$ cat config.mk
export PLATFORM = sky130hd
export DESIGN_NAME = xor_checked_frame_receiver_unit
export DESIGN_NICKNAME = d
export VERILOG_FILES = /design/src/rtl/xcfr_pkg.sv /design/src/rtl/xcfr_in_stage.sv /design/src/rtl/xcfr_parser.sv /design/src/rtl/xcfr_out_stage.sv /design/src/rtl/xor_checked_frame_receiver_unit.sv
export SDC_FILE = /design/constraint.sdc
export NUM_CORES = 1
export LEC_CHECK = 0
export BUFFER_PORTS_ARGS = -buffer_cell sky130_fd_sc_hd__buf_2
export CORE_MARGIN = 2
export CORE_UTILIZATION = 48
export CTS_CLUSTER_SIZE = 16
export DETAILED_ROUTE_END_ITERATION = 8
export GPL_TIMING_DRIVEN = 0
export PLACE_DENSITY = 0.68
export SYNTH_ARGS = -nofsm -noshare
export SYNTH_HDL_FRONTEND = slang
export SYNTH_SLANG_ARGS = --single-unit
$ cat constraint.sdc
create_clock -name i_clk -period 9.85 [get_ports i_clk]
set_input_delay 2.4625 -clock i_clk [delete_from_list [all_inputs] [get_ports i_clk]]
set_output_delay 2.4625 -clock i_clk [all_outputs]
set_load 0.02 [all_outputs]
$ cat src/rtl/xcfr_pkg.sv
// ----------------------------------------------------------------------------
// xcfr_pkg
// Shared types and codes for the XOR-checked frame receiver.
// ----------------------------------------------------------------------------
package xcfr_pkg;

    localparam logic [7:0] MAX_LEN_RESET = 8'd64;

    localparam logic [1:0] ST_OK        = 2'd0;
    localparam logic [1:0] ST_BAD_LEN   = 2'd1;
    localparam logic [1:0] ST_BAD_CSUM  = 2'd2;
    localparam logic [1:0] ST_ZERO_RESP = 2'd3;

    localparam logic KIND_DATA = 1'b0;
    localparam logic KIND_END  = 1'b1;

    localparam int TDATA_W = 24;

    typedef enum logic [3:0] {
        PH_RESP = 4'b0001,
        PH_LEN  = 4'b0010,
        PH_DATA = 4'b0100,
        PH_CSUM = 4'b1000
    } t_phase;

    typedef struct packed {
        logic       kind;
        logic [7:0] data;
        logic [7:0] resp;
        logic [1:0] status;
        logic       last;
    } t_result;

endpackage

$ cat src/rtl/xcfr_in_stage.sv
// ----------------------------------------------------------------------------
// xcfr_in_stage
// Input register for received bytes.
// ----------------------------------------------------------------------------
module xcfr_in_stage
    import xcfr_pkg::*;
(
    input  logic       i_clk,
    input  logic       i_rst_n,
    input  logic       i_valid,
    output logic       o_ready,
    input  logic [7:0] i_byte,
    input  logic       i_take,
    output logic       o_valid,
    output logic [7:0] o_byte
);

    logic       r_valid;
    logic [7:0] r_byte;

    assign o_ready = !r_valid || i_take;
    assign o_valid = r_valid;
    assign o_byte  = r_byte;

    always_ff @(posedge i_clk) begin
        if (!i_rst_n) begin
            r_valid <= 1'b0;
        end else if (i_valid && o_ready) begin
            r_valid <= 1'b1;
        end else if (i_take) begin
            r_valid <= 1'b0;
        end
    end

    always_ff @(posedge i_clk) begin
        if (i_valid && o_ready) begin
            r_byte <= i_byte;
        end
    end

endmodule

$ cat src/rtl/xcfr_parser.sv
// ----------------------------------------------------------------------------
// xcfr_parser
// Frame state machine: tracks phase, running XOR, remaining count and the
// response byte, and forms at most one result per byte.
// ----------------------------------------------------------------------------
module xcfr_parser
    import xcfr_pkg::*;
(
    input  logic       i_clk,
    input  logic       i_rst_n,
    input  logic       i_advance,
    input  logic [7:0] i_byte,
    input  logic [7:0] i_max_len,
    output logic       o_res_valid,
    output t_result    o_res
);

    t_phase     r_phase, n_phase;
    logic [7:0] r_xor, n_xor;
    logic [7:0] r_left, n_left;
    logic [7:0] r_resp, n_resp;
    logic [7:0] xor_next;
    logic       len_bad;

    assign xor_next = r_xor ^ i_byte;
    assign len_bad  = (i_byte == 8'd0) || ({1'b0, i_byte} > ({1'b0, i_max_len} + 9'd1));

    always_comb begin
        n_phase     = r_phase;
        n_xor       = r_xor;
        n_left      = r_left;
        n_resp      = r_resp;
        o_res_valid = 1'b0;
        o_res       = '{kind: KIND_DATA, data: 8'd0, resp: r_resp, status: ST_OK,
                        last: 1'b0};
        if (i_advance) begin
            unique case (r_phase)
                PH_RESP: begin
                    n_resp  = i_byte;
                    n_xor   = i_byte;
                    n_phase = PH_LEN;
                end
                PH_LEN: begin
                    if (len_bad) begin
                        o_res_valid  = 1'b1;
                        o_res.kind   = KIND_END;
                        o_res.status = ST_BAD_LEN;
                        o_res.last   = 1'b1;
                        n_phase      = PH_RESP;
                        n_xor        = 8'd0;
                        n_left       = 8'd0;
                    end else begin
                        n_xor   = xor_next;
                        n_left  = i_byte - 8'd1;
                        n_phase = (i_byte != 8'd1) ? PH_DATA : PH_CSUM;
                    end
                end
                PH_DATA: begin
                    o_res_valid = 1'b1;
                    o_res.data  = i_byte;
                    n_xor       = xor_next;
                    n_left      = r_left - 8'd1;
                    if (r_left == 8'd1) begin
                        n_phase = PH_CSUM;
                    end
                end
                PH_CSUM: begin
                    o_res_valid = 1'b1;
                    o_res.kind  = KIND_END;
                    o_res.last  = 1'b1;
                    if (i_byte != r_xor) begin
                        o_res.status = ST_BAD_CSUM;
                    end else if (r_resp == 8'd0) begin
                        o_res.status = ST_ZERO_RESP;
                    end else begin
                        o_res.status = ST_OK;
                    end
                    n_phase = PH_RESP;
                    n_xor   = 8'd0;
                    n_left  = 8'd0;
                end
                default: begin
                    n_phase = PH_RESP;
                end
            endcase
        end
    end

    always_ff @(posedge i_clk) begin
        if (!i_rst_n) begin
            r_phase <= PH_RESP;
            r_xor   <= 8'd0;
            r_left  <= 8'd0;
            r_resp  <= 8'd0;
        end else begin
            r_phase <= n_phase;
            r_xor   <= n_xor;
            r_left  <= n_left;
            r_resp  <= n_resp;
        end
    end

endmodule

$ cat src/rtl/xcfr_out_stage.sv
// ----------------------------------------------------------------------------
// xcfr_out_stage
// Result register on the output stream.
// ----------------------------------------------------------------------------
module xcfr_out_stage
    import xcfr_pkg::*;
(
    input  logic    i_clk,
    input  logic    i_rst_n,
    input  logic    i_load,
    input  t_result i_res,
    output logic    o_free,
    input  logic    i_ready,
    output logic    o_valid,
    output t_result o_res
);

    logic    r_valid;
    t_result r_res;

    assign o_free  = !r_valid || i_ready;
    assign o_valid = r_valid;
    assign o_res   = r_res;

    always_ff @(posedge i_clk) begin
        if (!i_rst_n) begin
            r_valid <= 1'b0;
        end else if (i_load) begin
            r_valid <= 1'b1;
        end else if (i_ready) begin
            r_valid <= 1'b0;
        end
    end

    always_ff @(posedge i_clk) begin
        if (i_load) begin
            r_res <= i_res;
        end
    end

endmodule

$ cat src/rtl/xor_checked_frame_receiver_unit.sv
// ----------------------------------------------------------------------------
// xor_checked_frame_receiver_unit
// Deframes length-prefixed frames closed by an XOR checksum byte.
// ----------------------------------------------------------------------------
// Usage:
//   Slave stream: one received byte per word on s_axis_tdata.
//   Master stream: one word per data byte, and one closing word per frame
//   with tlast high, tuser high and the frame status in tdata.
//   Frame: response byte, length byte (data count plus one), data bytes,
//   checksum byte equal to the XOR of all preceding frame bytes.
//   Response and good length bytes produce no word; a bad length closes the frame.
//   Config: i_cfg_we writes the max data count from i_cfg_wdata; write only
//   while the block is idle.
//   Path: the input register holds the byte; the result register holds its word.
//   Throughput: one byte per cycle while the result register is free; the
//   parser is combinational between the input register and the result register.
//   Stall: a held result keeps its word; an empty input register takes one more
//   byte, then s_axis_tready drops until the result leaves.
//   Reset: both registers empty, parser waits for a response byte, max data
//   count returns to 64.
// ----------------------------------------------------------------------------
module xor_checked_frame_receiver_unit
    import xcfr_pkg::*;
(
    input  logic               i_clk,
    input  logic               i_rst_n,
    input  logic               i_cfg_we,
    input  logic [7:0]         i_cfg_wdata,
    input  logic               s_axis_tvalid,
    output logic               s_axis_tready,
    input  logic [7:0]         s_axis_tdata,   // [7:0] rx_byte
    output logic               m_axis_tvalid,
    input  logic               m_axis_tready,
    output logic [TDATA_W-1:0] m_axis_tdata,   // [7:0] out_byte, [15:8] response_code,
                                               // [17:16] frame_status, [23:18] zero
    output logic               m_axis_tuser,   // [0] out_kind
    output logic               m_axis_tlast
);

    logic [7:0] r_max_len;
    logic       in_valid;
    logic [7:0] in_byte;
    logic       out_free;
    logic       advance;
    logic       res_valid;
    t_result    res;
    t_result    out_res;

    always_ff @(posedge i_clk) begin
        if (!i_rst_n) begin
            r_max_len <= MAX_LEN_RESET;
        end else if (i_cfg_we) begin
            r_max_len <= i_cfg_wdata;
        end
    end

    assign advance = in_valid && out_free;

    xcfr_in_stage u_in (
        .i_clk   (i_clk),
        .i_rst_n (i_rst_n),
        .i_valid (s_axis_tvalid),
        .o_ready (s_axis_tready),
        .i_byte  (s_axis_tdata),
        .i_take  (advance),
        .o_valid (in_valid),
        .o_byte  (in_byte)
    );

    xcfr_parser u_parser (
        .i_clk       (i_clk),
        .i_rst_n     (i_rst_n),
        .i_advance   (advance),
        .i_byte      (in_byte),
        .i_max_len   (r_max_len),
        .o_res_valid (res_valid),
        .o_res       (res)
    );

    xcfr_out_stage u_out (
        .i_clk   (i_clk),
        .i_rst_n (i_rst_n),
        .i_load  (res_valid),
        .i_res   (res),
        .o_free  (out_free),
        .i_ready (m_axis_tready),
        .o_valid (m_axis_tvalid),
        .o_res   (out_res)
    );

    assign m_axis_tdata = {6'd0, out_res.status, out_res.resp, out_res.data};
    assign m_axis_tuser = out_res.kind;
    assign m_axis_tlast = out_res.last;

    a_last_is_end: assert property (@(posedge i_clk) disable iff (!i_rst_n)
        m_axis_tvalid |-> (m_axis_tlast == m_axis_tuser))
        else $error("tlast and end kind disagree");

    a_data_status_ok: assert property (@(posedge i_clk) disable iff (!i_rst_n)
        (m_axis_tvalid && (m_axis_tuser == KIND_DATA)) |-> (m_axis_tdata[17:16] == ST_OK))
        else $error("data word carries nonzero status");

    a_end_byte_zero: assert property (@(posedge i_clk) disable iff (!i_rst_n)
        (m_axis_tvalid && (m_axis_tuser == KIND_END)) |-> (m_axis_tdata[7:0] == 8'd0))
        else $error("end word carries a data byte");

    a_in_held: assert property (@(posedge i_clk) disable iff (!i_rst_n)
        (in_valid && !out_free) |=> (in_valid && $stable(in_byte)))
        else $error("held input byte lost during stall");

endmodule

Word level (Yosys, flattened, before mapping)
Cells that the tools add are included.
{ "totals": {"register_bits": 66, "latchBits": 0, "mem_bits_rw": 0, "rom_bits": 0, "in_bits": 21, "n_memories": 0} }
{ "op_classes": {"n_addsub": 3, "multipliers": 0, "n_div": 0, "magnitude_cmp": 1, "eq_ne": 8, "shifts": 0, "n_mux": 20, "bitwise": 1, "n_reduce_logical": 19} }
{ "ops": {"columns": ["op", "n"], "rows": [
  ["$pmux W8 S4", 1],
  ["$pmux W8 S3", 1],
  ["$logic_not A8 Y1", 2],
  ["$mux W8", 2],
  ["$sub A8 B1 Y8 const B", 2],
  ["$mux W4", 3],
  ["$pmux W4 S3", 1],
  ["$reduce_and A2 Y1", 5],
  ["$add A8 B1 Y9 const B", 1],
  ["$gt A8 B9 Y1", 1],
  ["$eq A8 B1 Y1 const B", 1],
  ["$ne A8 B1 Y1 const B", 1],
  ["$ne A8 B8 Y1", 1],
  ["$xor A8 B8 Y8", 1],
  ["$mux W1", 6],
  ["$mux W2", 3],
  ["$pmux W3 S2", 1],
  ["$eq A4 B1 Y1 const B", 1],
  ["$eq A4 B2 Y1 const B", 1],
  ["$eq A4 B3 Y1 const B", 1],
  ["$eq A4 B4 Y1 const B", 1],
  ["$pmux W1 S2", 2],
  ["$reduce_bool A2 Y1", 2],
  ["$reduce_bool A4 Y1", 1],
  ["6 further kinds", 10]
]} }

Logic depth before layout (Yosys ltp)
Gate-level depths: netlist of run 1.
{ "logic_depth": {"ltp_word": 7, "ltp_mapped": 11} }

Cells and area by module
From an unflattened synthesis of run 1, not the netlist that was laid out.
{ "unflattened": {"cells_unflattened": 359, "hier_area_um2": 3597.2} }
{ "by_module_without_submodules": {"columns": ["mod", "n_inst", "cells_each", "area_each_um2"], "rows": [
  ["xcfr_parser", 1, 289, 2296.0],
  ["xcfr_out_stage", 1, 24, 649.4],
  ["xor_checked_frame_receiver_unit", 1, 33, 354.1],
  ["xcfr_in_stage", 1, 13, 297.8]
]} }

Worst setup path before layout of run 1
No wires, ideal clock.
{ "synth_path": {"kind": "input-to-output", "startpoint": "in m_axis_tready", "endpoint": "out s_axis_tready", "arrival_time_ps": 2814, "setup_slack_ps": 4574, "cell_stages": 2, "cell_sequence": "nor2b_1 -> nand2_1"} }
{ "synth_between": {"elab_chain_cells": 3} }
{ "synth_lines": {"columns": ["element", "line", "text"], "rows": [
  ["start, declared", "xor_checked_frame_receiver_unit.sv:33", "input logic m_axis_tready,"],
  ["$logic_or A1 B1 Y1", "xcfr_out_stage.sv:21", "assign o_free = !r_valid || i_ready;"],
  ["$logic_and A1 B1 Y1", "xor_checked_frame_receiver_unit.sv:57", "assign advance = in_valid && out_free;"],
  ["$logic_or A1 B1 Y1", "xcfr_in_stage.sv:21", "assign o_ready = !r_valid || i_take;"],
  ["end, declared", "xor_checked_frame_receiver_unit.sv:30", "output logic s_axis_tready,"]
]} }
No other way between the ends.

Worst setup path in the final report of run 1
Ends and elaborated chain as after synthesis.

==> key figures, run 1 <==
Floorplan
  • # IOs: about 50
  • Core area: roughly 7000 um2
  • Die area: just under 8000 um2
  • Die Span Y: roughly 90 um
  • Die width: between 80 and 90 um
  • Initial Utilization: 0.488
  • Cell Rows: 31

Route
  • Vias per std cell: between 5 and 6
  • WL/cell: ~14 um
  • Routed WL: 7380 um
  • Antenna-violating nets left: 0
  • DRC: 0
  • Vias: ~2.7k
  • DR pass1 iterations: 4
  • DR iter-0 viols: around 140

Power
  • Sw power: 0.170 mW
  • Cell Int Power: 0.442 mW
  • Pwr dens: 152 nW/um2
  • Clk pwr share: 0.385
  • Sw frac: 0.278
  • Flop pwr share: 0.485
  • Leak: 1.63 nW
  • Peak supply drop: 0.0918 mV
  • Proportion of power drawn by combinational gates: 0.130
  • Final Power: 0.612 mW

Finish
  • Nets: 445
  • Fillers: 676
  • Fin cells: 514
  • Layout area overhead: 16.0%
  • Layout cells sized above 1: 0.207
  • ANT cells: 0
  • Final instance area: 4040 um2

Setup path
  • Max incr delay on CP: 0.22 ns
  • Critical path capture point type: primary output
  • Critical Path RT: between 7 and 8 ns
  • Crit-path cells: buf_2 -> nor2b_1 -> nand2_1 -> buf_2
  • Crit-path leading delay family: simple AND/OR/NAND/NOR gates
  • Startpoint Class: primary input
  • Worst Path Buf+Inv: 2
  • Slowest-stage cell, CP: nor2b_1
  • Critical path class: primary input to primary output
  • CP Data Arrival Time: between 3 and 4 ns
  • Crit-path most repeated cell: buf_2
  • Crit path max fanout: 4

STA
  • Final Critical Period: 5.51 ns
  • Final setup fails: 0
  • FMAX: 0.181 GHz
  • Slew margin rel.: 0.384
  • Slew Limit Fails: 0
  • RSZ-0062 raised after global routing: false
  • Actual slew at the worst max-slew pin: just over 0.9 ns
  • Clk_skew: just over 0.009 ns
  • Final hold vios: 0
  • Period utilization: 0.560
  • Sum Neg Setup Slack: 0 ns

Logic synthesis
  • Avg Cell Area, Syn: between 9 and 10 um2
  • Synthesized instance count: 353
  • Top-count cell post-synth: dfxtp_1
  • Flops & latches, synth: 65
  • Post-Syn Area: approximately 3500 um2
  • Asr flop ratio synth: 0
  • Yosys top cell by area: edfxtp_1
  • Synth top area share: 0.233
  • Synth top cells by count: dfxtp_1 (38), a21oi_1 (33), nand2_1 (32)
  • Syn. warnings: 0
  • Ranking of synthesized cells by area: edfxtp_1 (23%), dfxtp_1 (22%), ha_1 (5.0%), a21oi_1 (4.7%), xnor2_1 (4.3%)
  • Distinct cells, synth: 51
  • EDFF count, synth: 27
  • Top_reg_cell synth: dfxtp_1
  • Seq/Total Area, Yosys: 0.452

Placement
  • Hpwl dp: 5380 um
  • Placed cell area: 3830 um2
  • Port bufs: 41
  • Post-Place Cells: 498
  • Routability cong.: 0.921

Clocking
  • CTS Sinks: 65
  • PostCTS Resize Cnt: 0
  • Hold_buf cts: 0
  • Htree depth: 3
  • Clk buf depth: 2
  • Root Buffer: clkbuf_8
  • Post CTS Setup Buffer Count: 0
  • Clock-pin transition on the worst setup and hold timing paths: approximately 0.08 ns
  • Num CTS Buffers: 9
  • Skew-Pair Late Insertion Delay: 0.36 ns
  • CTS tree: yes

GRT
  • Gr usage total: 0.200
  • Grt ovf: 0
  • Largest net degree at the start of global routing: 20
  • First-pass GRT wire length: 12,100 um
  • Initial antenna violation count: 0
  • Vias in the first global route: approximately 2.5k

Run
  • Max-Cap Viols: 0

Run status
  • Status: finished, final reports clean

Min path
  • Hold Crit Class: flop to flop
[cells by family after synthesis]
logic type / count (synthesis) / synth area share
xor gates and xnor gates: 27 / 0.0680
other: 1 / 0.00108
DFF: 65 / 0.452
buffers and inverters: 37 / 0.0543
and+or+nand+nor: 126 / 0.199
AOI/OAI and AO/OA: 75 / 0.153
adders and majority gates: 14 / 0.0503
muxes: 8 / 0.0230
[layout make-up]
cell class                      count  area [um2]  share of cell area
Clock buffer                        9         124              0.0307
Buffer                             27         151              0.0375
Timing Repair Buffer               41         205              0.0509
Clock inverter                      7        80.1              0.0198
Tap cell                           99         124              0.0307
Inverter                           10        37.5             0.00930
Multi-Input combinational cell    256        1740               0.432
Sequential cell                    65        1570               0.389
[metal layers]
metal  routed length [um]  global-route usage  part of all wire  up-vias
li1                     -                   -                 -     1371
met2                 3340               0.300              0.45       59
met5                    0                   0                 0        -
met1                 3540               0.279              0.48     1224
met3                  386              0.0600             0.052       11
met4                  110              0.0624             0.015        0
[layout by cell type (no fill, tap or decap), types with 4 or more instances in the layout]
master / synthesis / routed
buf_2: 10 / 51
xor2_1: 10 / 10
xnor2_1: 17 / 17
o21ai_0: 9 / 8
nand2b_1: 7 / 7
dfxtp_1: 38 / 38
nor3_1: 8 / 8
nand3b_1: 11 / 11
and2_1: 8 / 8
a221o_1: 8 / 8
nor2_1: 27 / 27
ha_1: 14 / 14
conb_1: 1 / 6
mux2i_1: 8 / 8
a2bb2oi_1: 6 / 6
buf_4: 8 / 8
edfxtp_1: 27 / 27
and3_1: 4 / 4
inv_1: 10 / 10
a21oi_1: 33 / 33
clkbuf_8: 0 / 9
nand4_1: 4 / 4
nand2_1: 32 / 32
clkbuf_1: 7 / 7
nand3_1: 11 / 11
[power by group through the flow]
stage	clock network (mW)	registers, mW	logic, mW
3_5_place_dp	0	0.303	0.0793
2_1_floorplan	0	0.301	0.0606
6_report	0.236	0.297	0.0797
5_1_grt	0.248	0.298	0.0893
3_3_place_gp	0	0.303	0.0775
4_1_cts	0.237	0.297	0.0799
[state kept, by name (all words and copies together) (netlist names)]
name / flops
r_max_len: 8
u_in.o_byte: 8
u_in.o_valid: 1
u_out.o_res: 19
u_out.o_valid: 1
u_parser.r_left: 8
u_parser.r_phase: 4
u_parser.r_resp: 8
u_parser.r_xor: 8
[metrics by stage]
stage | setup slack (ns) | hold WS (ns) | utilization
after floorplan | 4.57 | 0.430 | -
after global placement | 4.34 | 0.448 | 0.536
after detailed placement | 4.34 | 0.452 | 0.537
after CTS | 4.34 | 0.466 | 0.565
after global routing | 4.27 | 0.476 | 0.565
final | 4.34 | 0.465 | 0.565
[final timing paths]
kind | from | to | slack, ns | cells after the start
setup / recovery | m_axis_tready | s_axis_tready | 4.34 | 4
hold / removal | u_parser.r_resp[5]$_SDFFE_PN0P_ | u_out.o_res[8]$_DFFE_PP_ | 0.47 | 0
setup reg to reg | r_max_len[2]$_SDFFE_PN0P_ | u_out.o_res[15]$_SDFFCE_PN0P_ | 6.56 | 11
hold reg to reg | u_parser.r_resp[5]$_SDFFE_PN0P_ | u_out.o_res[8]$_DFFE_PP_ | 0.47 | 0
No activity file was read; power rests on OpenSTA's default activity.
==> run 2: changes to the inputs <==
--- a/config.mk
+++ b/config.mk
@@ -11,7 +11,7 @@
 export CTS_CLUSTER_SIZE = 16
 export DETAILED_ROUTE_END_ITERATION = 8
 export GPL_TIMING_DRIVEN = 0
-export PLACE_DENSITY = 0.68
+export PLACE_DENSITY = 0.7
 export SYNTH_ARGS = -nofsm -noshare
 export SYNTH_HDL_FRONTEND = slang
 export SYNTH_SLANG_ARGS = --single-unit
==> constraint.sdc (replaced) <==
create_clock -name i_clk -period 4.7 [get_ports i_clk]
set_input_delay 1.175 -clock i_clk [delete_from_list [all_inputs] [get_ports i_clk]]
set_output_delay 1.175 -clock i_clk [all_outputs]
set_load 0.02 [all_outputs]
==> run 2 against run 1 <==
  * Global-route usage is 0.073 points lower
  * Routed wire length is 0.49% higher
  * Flip-flop and latch count stayed put
  * Final cell count stayed put
  * Combinational power is 110% higher
  * Die area stayed put
  * Largest power group unchanged
  * Clock skew hardly changed
  * Hold slack worse by 0.0040 ns
  * Clock power is 110% higher
==> key figures, run 2 (synthesis results as in run 1) <==
Setup path
  • CP endpoint: u_out.o_res[18]$_SDFFCE_PN0P_
  • R2R depth: 11 (unchanged)
  • Critical path capture point type: flop
  • Worst Path Buf+Inv: 0 (-2)
  • Critical path class: flop to flop
  • Crit-path leading delay family: compound AO/OA/AOI/OAI gates
  • Reg-to-reg endpoint: u_out.o_res[18]$_SDFFCE_PN0P_
  • CP Data Arrival Time: 3.39 ns (+0.34 ns)
  • Startpoint Class: flop
  • Flop2flop setup slack: 1.33 ns (-5.23 ns)
  • Crit-path cells: and3_1 -> and2_1 -> nand2_1 -> xor2_1 -> ha_1 -> a21o_1 -> a21oi_1 -> nor3b_1 -> o21ai_1 -> a31oi_1 -> o21ai_2
  • Worst setup startpoint: r_max_len[2]$_SDFFE_PN0P_
  • Crit path max fanout: 19 (+15)
  • Slowest-stage cell, CP: dfxtp_1
  • RR Startpoint: r_max_len[2]$_SDFFE_PN0P_
  • Max incr delay on CP: 0.42 ns (+0.20 ns)
  • Critical Path RT: 4.71 ns (-2.68 ns)
  • Worst path depth: 11 (+7)

Route
  • DR pass1 iterations: 4 (unchanged)
  • Routed WL: 7410 um (+0.49%)
  • Vias: 2,740 (+2.8%)
  • DRC: 0 (unchanged)
  • Vias per std cell: 5.33 (+2.8%)
  • WL/cell: 14.4 um (+0.49%)
  • Antenna-violating nets left: 0 (unchanged)
  • DR iter-0 viols: 138 (-2.1%)

STA
  • Actual slew at the worst max-slew pin: 0.965 ns (+0.0414 ns)
  • Final hold vios: 0 (unchanged)
  • RSZ-0062 raised after global routing: false
  • Clk_skew: 0.00860 ns (-0.000444 ns)
  • Period utilization: 0.717
  • FMAX: 0.297 GHz
  • Final setup fails: 0 (unchanged)
  • Slew Limit Fails: 0 (unchanged)
  • Final Critical Period: 3.37 ns
  • Sum Neg Setup Slack: 0 ns (unchanged)
  • Worst hold slack: 0.461 ns (-0.00405 ns)
  • Slew margin rel.: 0.352 (-0.0324)

Clocking
  • Post CTS Setup Buffer Count: 0 (unchanged)
  • Num CTS Buffers: 9 (unchanged)
  • CTS Sinks: 65 (unchanged)
  • CTS tree: yes
  • PostCTS Resize Cnt: 0 (unchanged)
  • Htree depth: 3 (unchanged)
  • Hold_buf cts: 0 (unchanged)
  • Clock-pin transition on the worst setup and hold timing paths: 0.08 ns (about the same)
  • Clk buf depth: 2 (unchanged)
  • Skew-Pair Late Insertion Delay: 0.35 ns (about the same)
  • Root Buffer: clkbuf_8

Placement
  • Port bufs: 41 (unchanged)
  • Hpwl dp: 5300 um (-1.5%)
  • Routability cong.: 0.879 (-4.6%)

Floorplan
  • Die area: 7950 um2 (unchanged)
  • Core area: 7140 um2 (unchanged)
  • Die width: 89.1 um (unchanged)
  • # IOs: 49 (unchanged)
  • Initial Utilization: 0.488 (unchanged)
  • Cell Rows: 31 (unchanged)
  • Die Span Y: 89.1 um (unchanged)

GRT
  • Largest net degree at the start of global routing: 20 (unchanged)
  • First-pass GRT wire length: 11,900 um (-1.4%)
  • Grt ovf: 0 (unchanged)
  • Vias in the first global route: 2,455 (-1.5%)
  • Gr usage total: 0.200 (-0.000734)
  • Initial antenna violation count: 0 (unchanged)

Finish
  • Fillers: 669 (-1.0%)
  • Layout area overhead: 15.9% (about the same)
  • Largest register FFs: 19 (unchanged)
  • Most common cell after layout, fill and taps aside: buf_2
  • Layout cells sized above 1: 0.207 (unchanged)
  • Commonest cells after routing, fill and taps aside: buf_2 (51), dfxtp_1 (38), a21oi_1 (33)
  • ANT cells: 0 (unchanged)
  • Nets: 445 (unchanged)

Min path
  • Hold Crit Class: flop to flop

Power
  • Pwr dens: 316 nW/um2 (+110%)
  • Leak: 1.63 nW (about the same)
  • Peak supply drop: 0.208 mV (+130%)

Run status
  • Status: finished, final reports clean

Run
  • Max-Cap Viols: 0 (unchanged)
run 2: final cells by class:
type / count / area, um2 / area share
Clock inverter: 7 / 77.6 / 0.0192
Buffer: 27 / 151 / 0.0375
Sequential cell: 65 / 1570 / 0.390
Timing Repair Buffer: 41 / 205 / 0.0509
Tap cell: 99 / 124 / 0.0307
Inverter: 10 / 37.5 / 0.00931
Clock buffer: 9 / 124 / 0.0307
Multi-Input combinational cell: 256 / 1740 / 0.432
run 2: where the power goes:
| group | leakage [nW] | internal, mW | switching [mW] |
|---|---|---|---|
| Combinational | 0.935 | 0.0713 | 0.0948 |
| Sequential | 0.594 | 0.605 | 0.0169 |
| Clock | 0.100 | 0.249 | 0.236 |
run 2: how the worst min path moves through the flow:
stage | cells past startpoint | end | startpoint
final | 0 | u_out.o_res[9]$_DFFE_PP_ | u_parser.r_resp[6]$_SDFFE_PN0P_
after global routing | 0 | u_out.o_res[6]$_DFFE_PP_ | u_parser.r_resp[3]$_SDFFE_PN0P_
after CTS | 0 | u_out.o_res[9]$_DFFE_PP_ | u_parser.r_resp[6]$_SDFFE_PN0P_
after detailed placement | 0 | u_out.o_res[9]$_DFFE_PP_ | u_parser.r_resp[6]$_SDFFE_PN0P_
after global placement | 0 | u_out.o_res[6]$_DFFE_PP_ | u_parser.r_resp[3]$_SDFFE_PN0P_
after floorplan | 0 | u_out.o_res[3]$_DFFE_PP_ | u_parser.r_resp[0]$_SDFFE_PN0P_
run 2: metal layers:
layer	global-route usage	vias up	wire, um	share of wire
met5	0	-	0	0
met4	0.0624	0	99	0.013
met3	0.0526	9	316	0.043
met2	0.305	62	3480	0.47
met1	0.278	1303	3510	0.47
li1	-	1366	-	-
run 2: per-stage QoR:
stage                     utilization  std cells  worst slack, ns  instance area (um2)  power (mW)
after floorplan                     -        358             1.21                 3500       0.757
after global placement          0.536        498            0.535                 3830       0.795
after detailed placement        0.537        498             1.27                 3830       0.799
after CTS                       0.565        514             1.38                 4030        1.28
after global routing            0.565        514             1.06                 4030        1.33
final                           0.565        514             1.33                 4030        1.27
